--- src/hw/rtl/canonical_huffman_decoder_core_assert.svh ---
// assertion macros for the canonical huffman decoder
`ifndef CANONICAL_HUFFMAN_DECODER_CORE_ASSERT_SVH
`define CANONICAL_HUFFMAN_DECODER_CORE_ASSERT_SVH

// same-cycle implication, checked on clk with reset masked
`define CHD_ASSERT_NOW(name, ante, cons) \
  name: assert property (@(posedge clk) disable iff (!rst_n) (ante) |-> (cons)) \
    else $error("chd check failed");

// next-cycle implication
`define CHD_ASSERT_NEXT(name, ante, cons) \
  name: assert property (@(posedge clk) disable iff (!rst_n) (ante) |=> (cons)) \
    else $error("chd check failed");

`endif

--- src/hw/rtl/chd_ram.sv ---
// generic single-write, single-read ram with registered read data
module chd_ram #(
  parameter int WIDTH = 8,
  parameter int DEPTH = 32
) (
  input  logic                                   clk,
  input  logic                                   we,
  input  logic [((DEPTH > 1) ? $clog2(DEPTH) : 1)-1:0] waddr,
  input  logic [WIDTH-1:0]                       wdata,
  input  logic [((DEPTH > 1) ? $clog2(DEPTH) : 1)-1:0] raddr,
  output logic [WIDTH-1:0]                       rdata
);

  logic [WIDTH-1:0] mem [DEPTH];
  logic [WIDTH-1:0] rdata_r;

  always_ff @(posedge clk) begin
    if (we) begin
      mem[waddr] <= wdata;
    end
    rdata_r <= mem[raddr];
  end

  assign rdata = rdata_r;

endmodule

--- config.mk ---
export PLATFORM = sky130hd
export DESIGN_NAME = chd_ram
export DESIGN_NICKNAME = d
export VERILOG_FILES = /design/src/hw/rtl/canonical_huffman_decoder_core_assert.svh /design/src/hw/rtl/chd_ram.sv
export SDC_FILE = /design/constraint.sdc
export NUM_CORES = 1
export LEC_CHECK = 0
export ABC_AREA = 1
export CORE_MARGIN = 4
export CORE_UTILIZATION = 40
export CTS_BUF_LIST = sky130_fd_sc_hd__clkbuf_4 sky130_fd_sc_hd__clkbuf_8
export CTS_CLUSTER_SIZE = 14
export DETAILED_ROUTE_END_ITERATION = 8
export DONT_BUFFER_PORTS = 1
export GPL_ROUTABILITY_DRIVEN = 0
export PLACE_DENSITY = 0.58
export SYNTH_ARGS = -nofsm -noshare
export SYNTH_HDL_FRONTEND = slang
export SYNTH_SLANG_ARGS = --single-unit
export TNS_END_PERCENT = 5
--- constraint.sdc ---
create_clock -name clk -period 1.3 [get_ports clk]
set_input_delay 0.13 -clock clk [delete_from_list [all_inputs] [get_ports clk]]
set_output_delay 0.13 -clock clk [all_outputs]
set_load 0.1 [all_outputs]
==> metrics <==
initial antenna violation count 0; via count 7048; global-route wire length before repair 41.0 mm; critical path launch point type flop; max_cap viols 0; crit end category output pin; Distinct cells, synth 12; Clk pwr share 0.419; Max H-tree Level 2; P&R area growth vs syn 17.3%; share of layout cells above drive strength 1 0.145; clock sinks 264; clock-pin slew on the worst setup and hold paths 0.06 ns; fillers 2387; Worst Path Arrival between 1 and 1.5 ns; DP Wirelength 14.9 mm; Starting DRT DRC Count 654; Mapped Avg Cell Area 11.7 um^2; post-CTS setup buffer count 0; Post-Syn Area 10800 um^2; IO Pins 28; CP peak stage delay 0.39 ns; clock root buffer clkbuf_8; clk_skew 0.0158 ns; Cells after Synth 922; nets 1014; Row Count 59; Buffers on Ports 0; Final Max Slew Viols 0; Longest Clk Path Bufs 3; die height 172 um; Final setup viols 0; Tot Pwr approximately 19 mW; HP Class primary input to flop; First-pass DRT Iterations 5; number of synthesized register bits ~260; warnings from Yosys 0; CTS tree yes; Psw 4.22 mW; part of the power in registers 0.509; RSZ-0062 raised after global routing no; WP buf/inv 1; fmax 801 MHz; number of global-route vias before repair 7088; Worst Tran Pin Value between 0.7 and 0.8 ns; final wirelength 26.2 mm; Num CTS Buffers 45; Critical Path RT roughly 1.2 ns; net switching fraction of the power 0.225; routed len/inst 19.2 um; CP max-delay cell dfxtp_4; outcome finished, violations left; sum of negative setup slack 0 ns; die area 29700 um^2; slew margin rel. 0.512; crit path max fanout 1; initial core utilization 0.410; syn nets 942; kind of critical path flop to output pin; All-Layer GR Usage 0.181; P per Cell Area 1480 nW/um^2; largest net degree at the start of global routing 130; Int Power 14.5 mW; DRC viols 0; hold slack -0.0164 ns; Logic pwr share 0.073; peak supply drop 0.00106 V; worst-path cell chain buf_12; fin crit period 1.25 ns; Final period util 0.960; post-synthesis sequential area ratio 0.728; antenna cells 0; CP top delay family flip-flops; width of the die approximately 170 um; final hold vios 3; Clk Latency, worst-skew pair about 0.54 ns; total gr overflow 0; failing checks hold timing; Vias/cell 5.16; leakage power ~4.8 nW; Routed Antenna Nets 0; Core ar. 26300 um^2
path summary, 6_finish.rpt:
kind	start	to	slack [ns]	cells past startpoint
setup reg to reg	mem[13][7]	rdata[7]	0.12	8
hold reg to reg	mem[12][4]	rdata[4]	0.76	8
hold / removal	raddr[2]	rdata[1]	-0.02	6
setup / recovery	rdata[5]	rdata[5]	0.05	1
power by group through the flow:
stage               clock network (mW)  registers [mW]  logic [mW]
floorplan                            0            9.89       0.682
global placement                     0            9.70        1.05
detailed placement                   0            9.70        1.05
CTS                               8.01            9.54        1.36
global route                      8.40            9.54        1.49
finish                            7.84            9.53        1.36
state kept, by name, indices dropped and copies added (netlist names):
register,cells
mem,256
rdata,8
kinds of logic (layout without fill, tap and decap cells):
family | count (synthesis) | in the layout | share of synthesized area
buf+inv | 62 | 170 | 0.0414
flops | 264 | 264 | 0.728
simple gates | 596 | 596 | 0.231
Yosys cell counts (all sizes together):
library cell / number / area (um^2)
nor2: 32 / 120
inv: 10 / 37.5
nand3: 204 / 1020
dfxtp: 8 / 160
buf: 45 / 383
clkbuf: 7 / 26.3
edfxtp: 256 / 7690
nand2: 360 / 1350
through the flow:
step                      utilization  setup WS [ns]  instance area (um^2)  std cells  hold slack (ns)
after floorplan                     -          0.136                 10800        922            0.229
after global placement          0.430        -0.0418                 11300       1262            0.231
after detailed placement        0.430        -0.0350                 11300       1262            0.231
after CTS                       0.481         0.0105                 12600       1364          -0.0997
after global routing            0.482        0.00515                 12700       1365         0.000135
final                           0.482         0.0521                 12700       1365          -0.0164
tightest hold or removal path: stages:
cell	delay, ns
nand3_1	0.08
nand2_1	0.05
nand2_1	0.05
nand2_1	0.04
nand2_1	0.05
nand2_1	0.06
layout make-up:
class,instances,area [um^2],share of cell area
flip-flops and latches,264,7860,0.621
clock buffers,68,855,0.0675
repair buffers,77,866,0.0684
multi-input cells,596,2490,0.197
clock inverters,15,123,0.00969
inverters,10,38.8,0.00306
well taps,335,419,0.0331
layout by cell type (no fill, tap or decap), types with 2 or more instances in the layout:
master,Yosys,layout
clkinv_2,0,5
nand2_1,360,360
dfxtp_4,0,3
nor2_1,32,32
bufinv_16,0,2
nand3_1,204,204
buf_6,24,2
clkbuf_8,0,55
clkinv_1,0,7
buf_12,0,20
dfxtp_2,0,3
inv_1,8,8
buf_4,4,43
dfxtp_1,8,2
clkbuf_4,0,13
edfxtp_1,256,256
dlygate4sd3_1,0,12
metal layers:
metal / vias to the layer above / wire length (um) / global-route usage
li1: 3359 / - / -
met1: 3457 / 12100 / 0.266
met2: 193 / 12100 / 0.280
met3: 39 / 1550 / 0.0350
met4: 0 / 539 / 0.0482
met5: - / 0 / 0
what timing repair did:
item | CTS | global route
endpoints found under the setup margin | 7 | 2
hold endpoints to repair | 265 | 6
resized for setup | 27 | 2
pin swaps | 0 | 0
hold buffers | 19 | 1
No activity file was read; power rests on OpenSTA's default activity.
