[src/hw/rtl/canonical_huffman_decoder_core_assert.svh]
// assertion macros for the canonical huffman decoder
`ifndef CANONICAL_HUFFMAN_DECODER_CORE_ASSERT_SVH
`define CANONICAL_HUFFMAN_DECODER_CORE_ASSERT_SVH

// same-cycle implication, checked on clk with reset masked
`define CHD_ASSERT_NOW(name, ante, cons) \
  name: assert property (@(posedge clk) disable iff (!rst_n) (ante) |-> (cons)) \
    else $error("chd check failed");

// next-cycle implication
`define CHD_ASSERT_NEXT(name, ante, cons) \
  name: assert property (@(posedge clk) disable iff (!rst_n) (ante) |=> (cons)) \
    else $error("chd check failed");

`endif

[src/hw/rtl/chd_pkg.sv]
// shared types and constants of the canonical huffman decoder
package chd_pkg;

  localparam int MAX_CODE_LEN_DEF = 32;
  localparam int SYMBOL_DEPTH_DEF = 512;

  localparam int CODE_W  = 32;
  localparam int LEN_W   = 6;
  localparam int CNT_W   = 9;
  localparam int IDX_W   = 9;
  localparam int SYM_W   = 9;
  localparam int SUM_W   = IDX_W + 1;
  localparam int DCMP_W  = 11;

  localparam logic [SYM_W-1:0] SYM_END    = 9'd256;
  localparam logic [SYM_W-1:0] SYM_ESCAPE = 9'd257;
  localparam logic [3:0]       RAW_BITS   = 4'd8;

  typedef enum logic [1:0] {
    KIND_LEN     = 2'd0,
    KIND_SYM     = 2'd1,
    KIND_DATA    = 2'd2,
    KIND_RESTART = 2'd3
  } kind_t;

  typedef struct packed {
    logic [CODE_W-1:0] first_code;
    logic [CNT_W-1:0]  code_count;
    logic [IDX_W-1:0]  symbol_base;
  } len_entry_t;

  typedef struct packed {
    logic             hit;
    logic [SUM_W-1:0] addr;
    logic             addr_ok;
  } match_t;

  typedef struct packed {
    logic [7:0] data;
    logic       end_flag;
    logic       err;
  } result_t;

endpackage

[src/hw/rtl/chd_match.sv]
// range check of the current code against one length entry, symbol address
module chd_match #(
  parameter int SYMBOL_DEPTH = chd_pkg::SYMBOL_DEPTH_DEF
) (
  input  logic [chd_pkg::CODE_W-1:0] code,
  input  chd_pkg::len_entry_t        entry,
  input  logic                       entry_valid,
  output chd_pkg::match_t            match
);

  logic [chd_pkg::CODE_W:0]     diff;
  logic [chd_pkg::CNT_W-1:0]    cnt_eff;
  logic [chd_pkg::SUM_W-1:0]    sum;

  // borrow out of the subtract means code is below the first code
  assign diff    = {1'b0, code} - {1'b0, entry.first_code};
  assign cnt_eff = entry_valid ? entry.code_count : '0;
  assign sum     = {1'b0, entry.symbol_base} + {1'b0, diff[chd_pkg::IDX_W-1:0]};

  always_comb begin
    match.hit     = (cnt_eff != '0) && !diff[chd_pkg::CODE_W] &&
                    (diff[chd_pkg::CODE_W-1:0] <
                     {{(chd_pkg::CODE_W-chd_pkg::CNT_W){1'b0}}, cnt_eff});
    match.addr    = sum;
    match.addr_ok = {1'b0, sum} < chd_pkg::DCMP_W'(SYMBOL_DEPTH);
  end

endmodule

[config.mk]
export PLATFORM = sky130hd
export DESIGN_NAME = chd_match
export DESIGN_NICKNAME = d
export VERILOG_FILES = /design/src/hw/rtl/canonical_huffman_decoder_core_assert.svh /design/src/hw/rtl/chd_pkg.sv /design/src/hw/rtl/chd_match.sv
export SDC_FILE = /design/constraint.sdc
export NUM_CORES = 1
export LEC_CHECK = 0
export CORE_MARGIN = 2
export CORE_UTILIZATION = 30
export DETAILED_ROUTE_END_ITERATION = 10
export DONT_BUFFER_PORTS = 1
export PLACE_DENSITY = 0.46
export SYNTH_ARGS = -nofsm -noshare
export SYNTH_HDL_FRONTEND = slang
export SYNTH_SLANG_ARGS = --single-unit
[constraint.sdc]
create_clock -name vclk -period 12.36
set_clock_uncertainty 0.1 [all_clocks]
set_input_delay 1.236 -clock vclk [all_inputs]
set_output_delay 1.236 -clock vclk [all_outputs]
set_load 0.05 [all_outputs]
==> flow_summary.toml, run 1 <==
[status]
outcome = "finished, final reports clean"

[global_routing]
grtUsageTotal_pct = 15.2
grt_max_degree = 13
grt_pass1_vias = 2390
grt_antenna_before_repair = 0
grt-ovfl-total = 0
grt_pass1_wl_mm = 11.4

[critical_path]
startpoint_type = "primary input"
arrival_ns = 5.41
cp_data_required_time_ns = 11.02
crit_fanout = 3
critPathKind = "primary input to output pin"
end_kind = "output pin"

[logic_synthesis]
ys_seq_area_share_pct = 0
syn_nets = 517
synth.cell_area_sq_um = 2520
syn_avg_cell_area_sq_um = 6.57
synthTopCellsByArea = "ha_1, a21oi_1, inv_1"
synth_cell_types = 62
syn_inst = 383
synth_area_leader_cell = "ha_1"
synth_top_area_share_pct = 24.4
yosysWarnings = 0

[floorplanning]
core-area_sq_um = 8180
initial_core_util_pct = 30.8
num_io_pins = 95
num_rows = 33
die-area_sq_um = 9140
die_y_microns = 95.6
die_x_microns = 95.6

[layout]
drive_gt1_share_pct = 2.14
final_common_cell = "ha_1"
final_cell_mix = "ha_1, inv_1, a21oi_1"
seq_cell_count = 0
fin_nets = 510
nFillCells = 948
regArea_sq_um = 0
clock_buffers = 0
area_delta_synth_final_pct = 3.73
diodes = 0

[power]
p_leak_nw = 1.23
p_per_area_nw_per_um2 = 84.0
power_mw = 0.219
irDropWorstVdd_uv = 49.1

[timing]
tightest_slew_ns = 1.14
post-route-min-period_ns = 6.74
max_freq_ghz = 0.148
rsz0062_at_grt = "no"
slew_headroom_pct = 23.5
timing.final.crit_share_pct = 54.6
slew_viol_final = 0
finalHoldViolations = 0
setup_viol = 0
finalSetupTns_ns = 0

[drt]
antenna_left = 0
drc_errors = 0
drt-wirelength-per-cell_microns = 14.9
avgViaCountPerCell = 5.42
wl_mm = 7.15
drt_pass1_iterations = 6
vias = 2598
drt_iter0_drc = 118

[clocking]
cts_resized = 0
cts_hold_buf = 0
cts_setup_buffers = 0

[placement]
hpwl_mm = 6.39
place.gp.congestion = 0.808
io_buffers = 0

[flow_run]
max_cap_violations = 0

[worst_hold_path]
hp-class = "primary input to output pin"
## area by class of cell
| cell class | count | area, sq um | share of cell area, % |
|---|---|---|---|
| inverters | 49 | 185 | 7.09 |
| multi-input cells | 324 | 2290 | 87.6 |
| repair buffers | 1 | 7.51 | 0.287 |
| well taps | 105 | 131 | 5.03 |
## per-layer routing
layer  vias to the layer above  wire length, microns  track usage [%]  share of wire [%]
li1                       1374                     -                -                  -
met1                      1163                  3660             23.0                 51
met2                        61                  3170             24.9                 44
met3                         0                   325            0.791                4.5
met4                         0                     0                0                  0
met5                         -                     0                0                  0
## kinds of logic after synthesis
| group | Yosys count | share of synthesized area [%] |
|---|---|---|
| compound gates | 124 | 31.8 |
| xor+xnor | 23 | 8.00 |
| fa+ha+maj | 51 | 25.9 |
| buf+inv | 59 | 9.14 |
| mux | 5 | 2.09 |
| simple gates | 121 | 23.0 |
## worst paths after layout
kind | slack, ns | cells past startpoint | endpoint | startpoint
hold / removal | 2.75 | 1 | match[1] | entry[0]
setup / recovery | 5.62 | 19 | match[11] | code[0]
## power by group
group,internal [mW],switching [mW]
registers,0,0
clock network,0,0
logic,0.0680,0.151
## critical path, stage by stage
cell       delay, ns
inv_1           0.02
ha_1            0.22
fa_1            0.41
nand2b_1        0.19
a21oi_1         0.21
nor2_1          0.10
o21ai_0         0.21
xor2_1          0.13
ha_1            0.22
inv_1           0.05
o2111ai_1       0.12
nor4_1          0.26
o2111ai_1       0.14
or4_1           0.56
a2111oi_2       0.29
nand4_1         0.17
a2111o_1        0.38
nor4_2          0.25
buf_4           0.24
## synthesized netlist by cell type (2+ instances only)
| cell | n |
|---|---|
| a21o_1 | 12 |
| a31oi_1 | 3 |
| clkbuf_1 | 5 |
| a21oi_1 | 43 |
| o2111ai_1 | 3 |
| a41oi_1 | 2 |
| xnor2_1 | 15 |
| o221ai_1 | 2 |
| o211ai_1 | 4 |
| nand3b_1 | 2 |
| xor2_1 | 8 |
| nor3_1 | 6 |
| o21ai_1 | 10 |
| fa_1 | 2 |
| a211oi_1 | 2 |
| inv_1 | 47 |
| o31ai_1 | 4 |
| buf_2 | 3 |
| o22ai_1 | 2 |
| a2111oi_0 | 2 |
| nand4_1 | 8 |
| nand3_1 | 11 |
| nand2b_1 | 7 |
| mux2i_1 | 3 |
| o21bai_1 | 5 |
| nor4_1 | 5 |
| nor2_1 | 32 |
| nand2_1 | 38 |
| and3_1 | 2 |
| o21ai_0 | 12 |
| o21a_1 | 4 |
| ha_1 | 49 |
## metrics by stage
step,cells,setup WS [ns],cell area [sq um],hold WS [ns],utilization (%)
6_report,479,5.62,2610,2.75,31.9
5_1_grt,479,5.21,2610,2.76,31.9
4_1_cts,479,5.59,2610,2.75,31.9
3_5_place_dp,479,5.62,2610,2.75,31.9
3_3_place_gp,479,5.69,2610,2.75,31.9
2_1_floorplan,383,5.52,2520,2.75,-
(Power assumes the default switching activity.)
==> run 2, diff against run 1 <==
PLACE_DENSITY = 0.47   (was 0.46)
clock period = 6 ns   (was 12.36 ns; I/O delays follow)
==> flow_summary.toml, run 2 (synthesized netlist as in run 1, its figures left out) <==
[flow_run]
max_cap_violations = 0

[layout]
diodes = 0
clock_buffers = 0
seq_cell_count = 0
area_delta_synth_final_pct = 3.73
final_cell_mix = "ha_1, inv_1, a21oi_1"
multiInputGateArea_sq_um = 2290
nFillCells = 924
fin_nets = 510
final_common_cell = "ha_1"
drive_gt1_share_pct = 2.14
regArea_sq_um = 0

[critical_path]
cpLargestDelayFamily = "simple AND/OR/NAND/NOR gates"
arrival_ns = 4.77
slowest_delay_ns = 0.55
critPathBufInv = 3
startpoint_type = "primary input"
cp.depth = 19
crit_path_top_delay_cell = "or4_1"
end_kind = "output pin"
cp_cell_sequence = "inv_1 -> ha_1 -> fa_1 -> nand2b_1 -> a21oi_1 -> nor2_1 -> o21ai_0 -> xor2_1 -> ha_1 -> inv_1 -> o2111ai_1 -> nor4_1 -> o2111ai_1 -> or4_1 -> a2111oi_2 -> nand4_1 -> a2111o_1 -> nor4_2 -> buf_4"
setup.worst_path.start = "code[0]"
cp_data_required_time_ns = 5.30
worstSetupEndpoint = "match[11]"
critPathKind = "primary input to output pin"
crit_fanout = 3

[timing]
finalHoldViolations = 0
rsz0062_at_grt = "no"
max_freq_ghz = 0.183
finalSetupTns_ns = 0
timing.final.crit_share_pct = 91.2
tightest_slew_ns = 1.13
post-route-min-period_ns = 5.47
setup_viol = 0
slew_viol_final = 0
fin_ws_ns = 0.526
slew_headroom_pct = 24.3

[drt]
drt-wirelength-per-cell_microns = 15.1
vias = 2615
avgViaCountPerCell = 5.46
antenna_left = 0
drt_pass1_iterations = 4
wl_mm = 7.23
drt_iter0_drc = 101
drc_errors = 0

[clocking]
cts_setup_buffers = 0
cts_hold_buf = 0
cts_resized = 0

[placement]
hpwl_mm = 6.40
place.gp.congestion = 0.822
dp_slack_ns = 0.547
io_buffers = 0

[power]
power_mw = 0.455
irDropWorstVdd_uv = 74.7
p_per_area_nw_per_um2 = 174
p_leak_nw = 1.23

[floorplanning]
initial_core_util_pct = 30.8
num_rows = 33
die_y_microns = 95.6
die-area_sq_um = 9140
num_io_pins = 95
die_x_microns = 95.6
core-area_sq_um = 8180

[global_routing]
grtUsageTotal_pct = 15.3
grt-ovfl-total = 0
grt_max_degree = 13
grt_antenna_before_repair = 0
grt_pass1_vias = 2392
grt_pass1_wl_mm = 11.5

[status]
outcome = "finished, final reports clean"

[worst_hold_path]
hp-class = "primary input to output pin"
min_path_cells = 1
==> run 2: cell counts in the layout (fill, tap and decap cells not counted) <==
No cell type changed its count.
==> run 2: routing by layer <==
metal / track usage, % / share of wire, % / vias up / routed length [microns]
met1: 22.7 / 50 / 1188 / 3640
met3: 1.58 / 4.9 / 0 / 353
met2: 25.2 / 45 / 62 / 3230
li1: - / - / 1365 / -
met4: 0 / 0 / 0 / 0
met5: 0 / 0 / - / 0
==> run 2: power by group <==
group	leakage [nW]	internal, mW	switching [mW]
Clock	0	0	0
Sequential	0	0	0
Combinational	1.23	0.140	0.314
==> run 2: per-stage QoR <==
stage          cells  hold WS (ns)  utilization, %  instance area [sq um]
3_3_place_gp     479          1.48            31.9                   2610
4_1_cts          479          1.48            31.9                   2610
5_1_grt          479          1.48            31.9                   2610
6_report         479          1.48            31.9                   2610
2_1_floorplan    383          1.48               -                   2520
3_5_place_dp     479          1.48            31.9                   2610
==> run 2: area by class of cell <==
cell class	instances	area share (%)
multi-input cells	324	87.6
inverters	49	7.09
well taps	105	5.03
repair buffers	1	0.287
==> run 2: worst min path at each step <==
stage,startpoint,endpoint
after floorplan,entry[0],match[1]
after global placement,entry[0],match[1]
after detailed placement,entry[0],match[1]
after CTS,entry[0],match[1]
after global routing,entry[0],match[1]
final,entry[0],match[1]
==> run 3, diff against run 2 <==
GPL_TIMING_DRIVEN = 0   (was not set)
REMOVE_ABC_BUFFERS = 1   (was not set)
==> flow_summary.toml, run 3 (synthesized netlist as in run 1, its figures left out) <==
[drt]
avgViaCountPerCell = 5.48
drc_errors = 0
drt_pass1_iterations = 4
drt_iter0_drc = 124
drt-wirelength-per-cell_microns = 14.9
vias = 2621
wl_mm = 7.11
antenna_left = 0

[global_routing]
grt_antenna_before_repair = 0
grt_pass1_vias = 2412
grt_max_degree = 13
grtUsageTotal_pct = 15.0
grt-ovfl-total = 0
grt_pass1_wl_mm = 11.4

[timing]
rsz0062_at_grt = "no"
setup_viol = 0
finalHoldViolations = 0
post-route-min-period_ns = 5.61
tightest_slew_ns = 1.10
timing.final.crit_share_pct = 93.4
slew_headroom_pct = 25.9
max_freq_ghz = 0.178
hold_slack_ns = 1.48
slew_viol_final = 0

[critical_path]
slowest_delay_ns = 0.57
crit_fanout = 3
end_kind = "output pin"
critPathBufInv = 2
startpoint_type = "primary input"
arrival_ns = 4.91
cp_data_required_time_ns = 5.30
cpLargestDelayFamily = "simple AND/OR/NAND/NOR gates"
crit_path_top_delay_cell = "nor4_4"
cp_cell_sequence = "inv_1 -> ha_1 -> fa_1 -> nand2b_1 -> a21oi_2 -> nor2_1 -> o21ai_0 -> xor2_1 -> ha_1 -> inv_1 -> o2111ai_1 -> nor4_1 -> o2111ai_1 -> or4_1 -> a2111oi_2 -> nand4_1 -> a2111o_1 -> nor4_4"
critPathKind = "primary input to output pin"

[power]
power_mw = 0.453
irDropWorstVdd_uv = 144
p_leak_nw = 1.23
p_per_area_nw_per_um2 = 173

[layout]
seq_cell_count = 0
final_common_cell = "ha_1"
diodes = 0
regArea_sq_um = 0
area_delta_synth_final_pct = 3.93
final_cell_mix = "ha_1, inv_1, a21oi_1"
drive_gt1_share_pct = 2.14
fin_nets = 509
clock_buffers = 0

[floorplanning]
die-area_sq_um = 9140
core-area_sq_um = 8180
die_x_microns = 95.6
num_io_pins = 95
initial_core_util_pct = 30.8
die_y_microns = 95.6
num_rows = 33

[status]
outcome = "finished, final reports clean"

[flow_run]
max_cap_violations = 0

[worst_hold_path]
hp-class = "primary input to output pin"

[placement]
hpwl_mm = 6.27
place.gp.congestion = 0.874
io_buffers = 0

[clocking]
cts_setup_buffers = 0
[run 3: cell types whose count changed in the layout (fill, tap and decap cells not counted), sizes merged]
cell,previous run,this run
buf,1,0
[run 3: worst paths after layout]
check,startpoint,end,cells after the start,slack [ns]
setup / recovery,code[0],match[11],18,0.39
hold / removal,entry[0],match[1],1,1.48
[run 3: report_power, final]
group | switching [mW] | internal, mW
registers | 0 | 0
clock network | 0 | 0
logic | 0.312 | 0.140
total | 0.312 | 0.140
[run 3: routing by layer]
layer  global-route usage [%]  part of all wire (%)  up-vias
met5                        0                     0        -
met4                        0                     0        0
met3                    0.791                   4.4        0
met2                     24.4                    44       66
met1                     23.1                    51     1180
li1                         -                     -     1375
[run 3: final cells by class]
cell class | count | area [sq um]
fill | 933 | 5560
multi-input combinational | 324 | 2300
inverter | 49 | 185
tap | 105 | 131
[run 3: what timing repair did]
action,CTS,global route
hold buffers,0,0
cloned,0,0
pin swaps,0,1
setup endpoints to repair,1,1
resized for setup,1,1
[run 3: stage by stage]
step	area, sq um	TNS (ns)	cells	utilization, %	worst slack [ns]
6_report	2620	0	478	32.0	0.393
5_1_grt	2620	0	478	32.0	0.0585
4_1_cts	2610	0	478	32.0	0.170
3_5_place_dp	2600	-0.0986	478	31.8	-0.0986
3_3_place_gp	2600	-0.0878	478	31.8	-0.0878
2_1_floorplan	2470	0	373	-	0.431
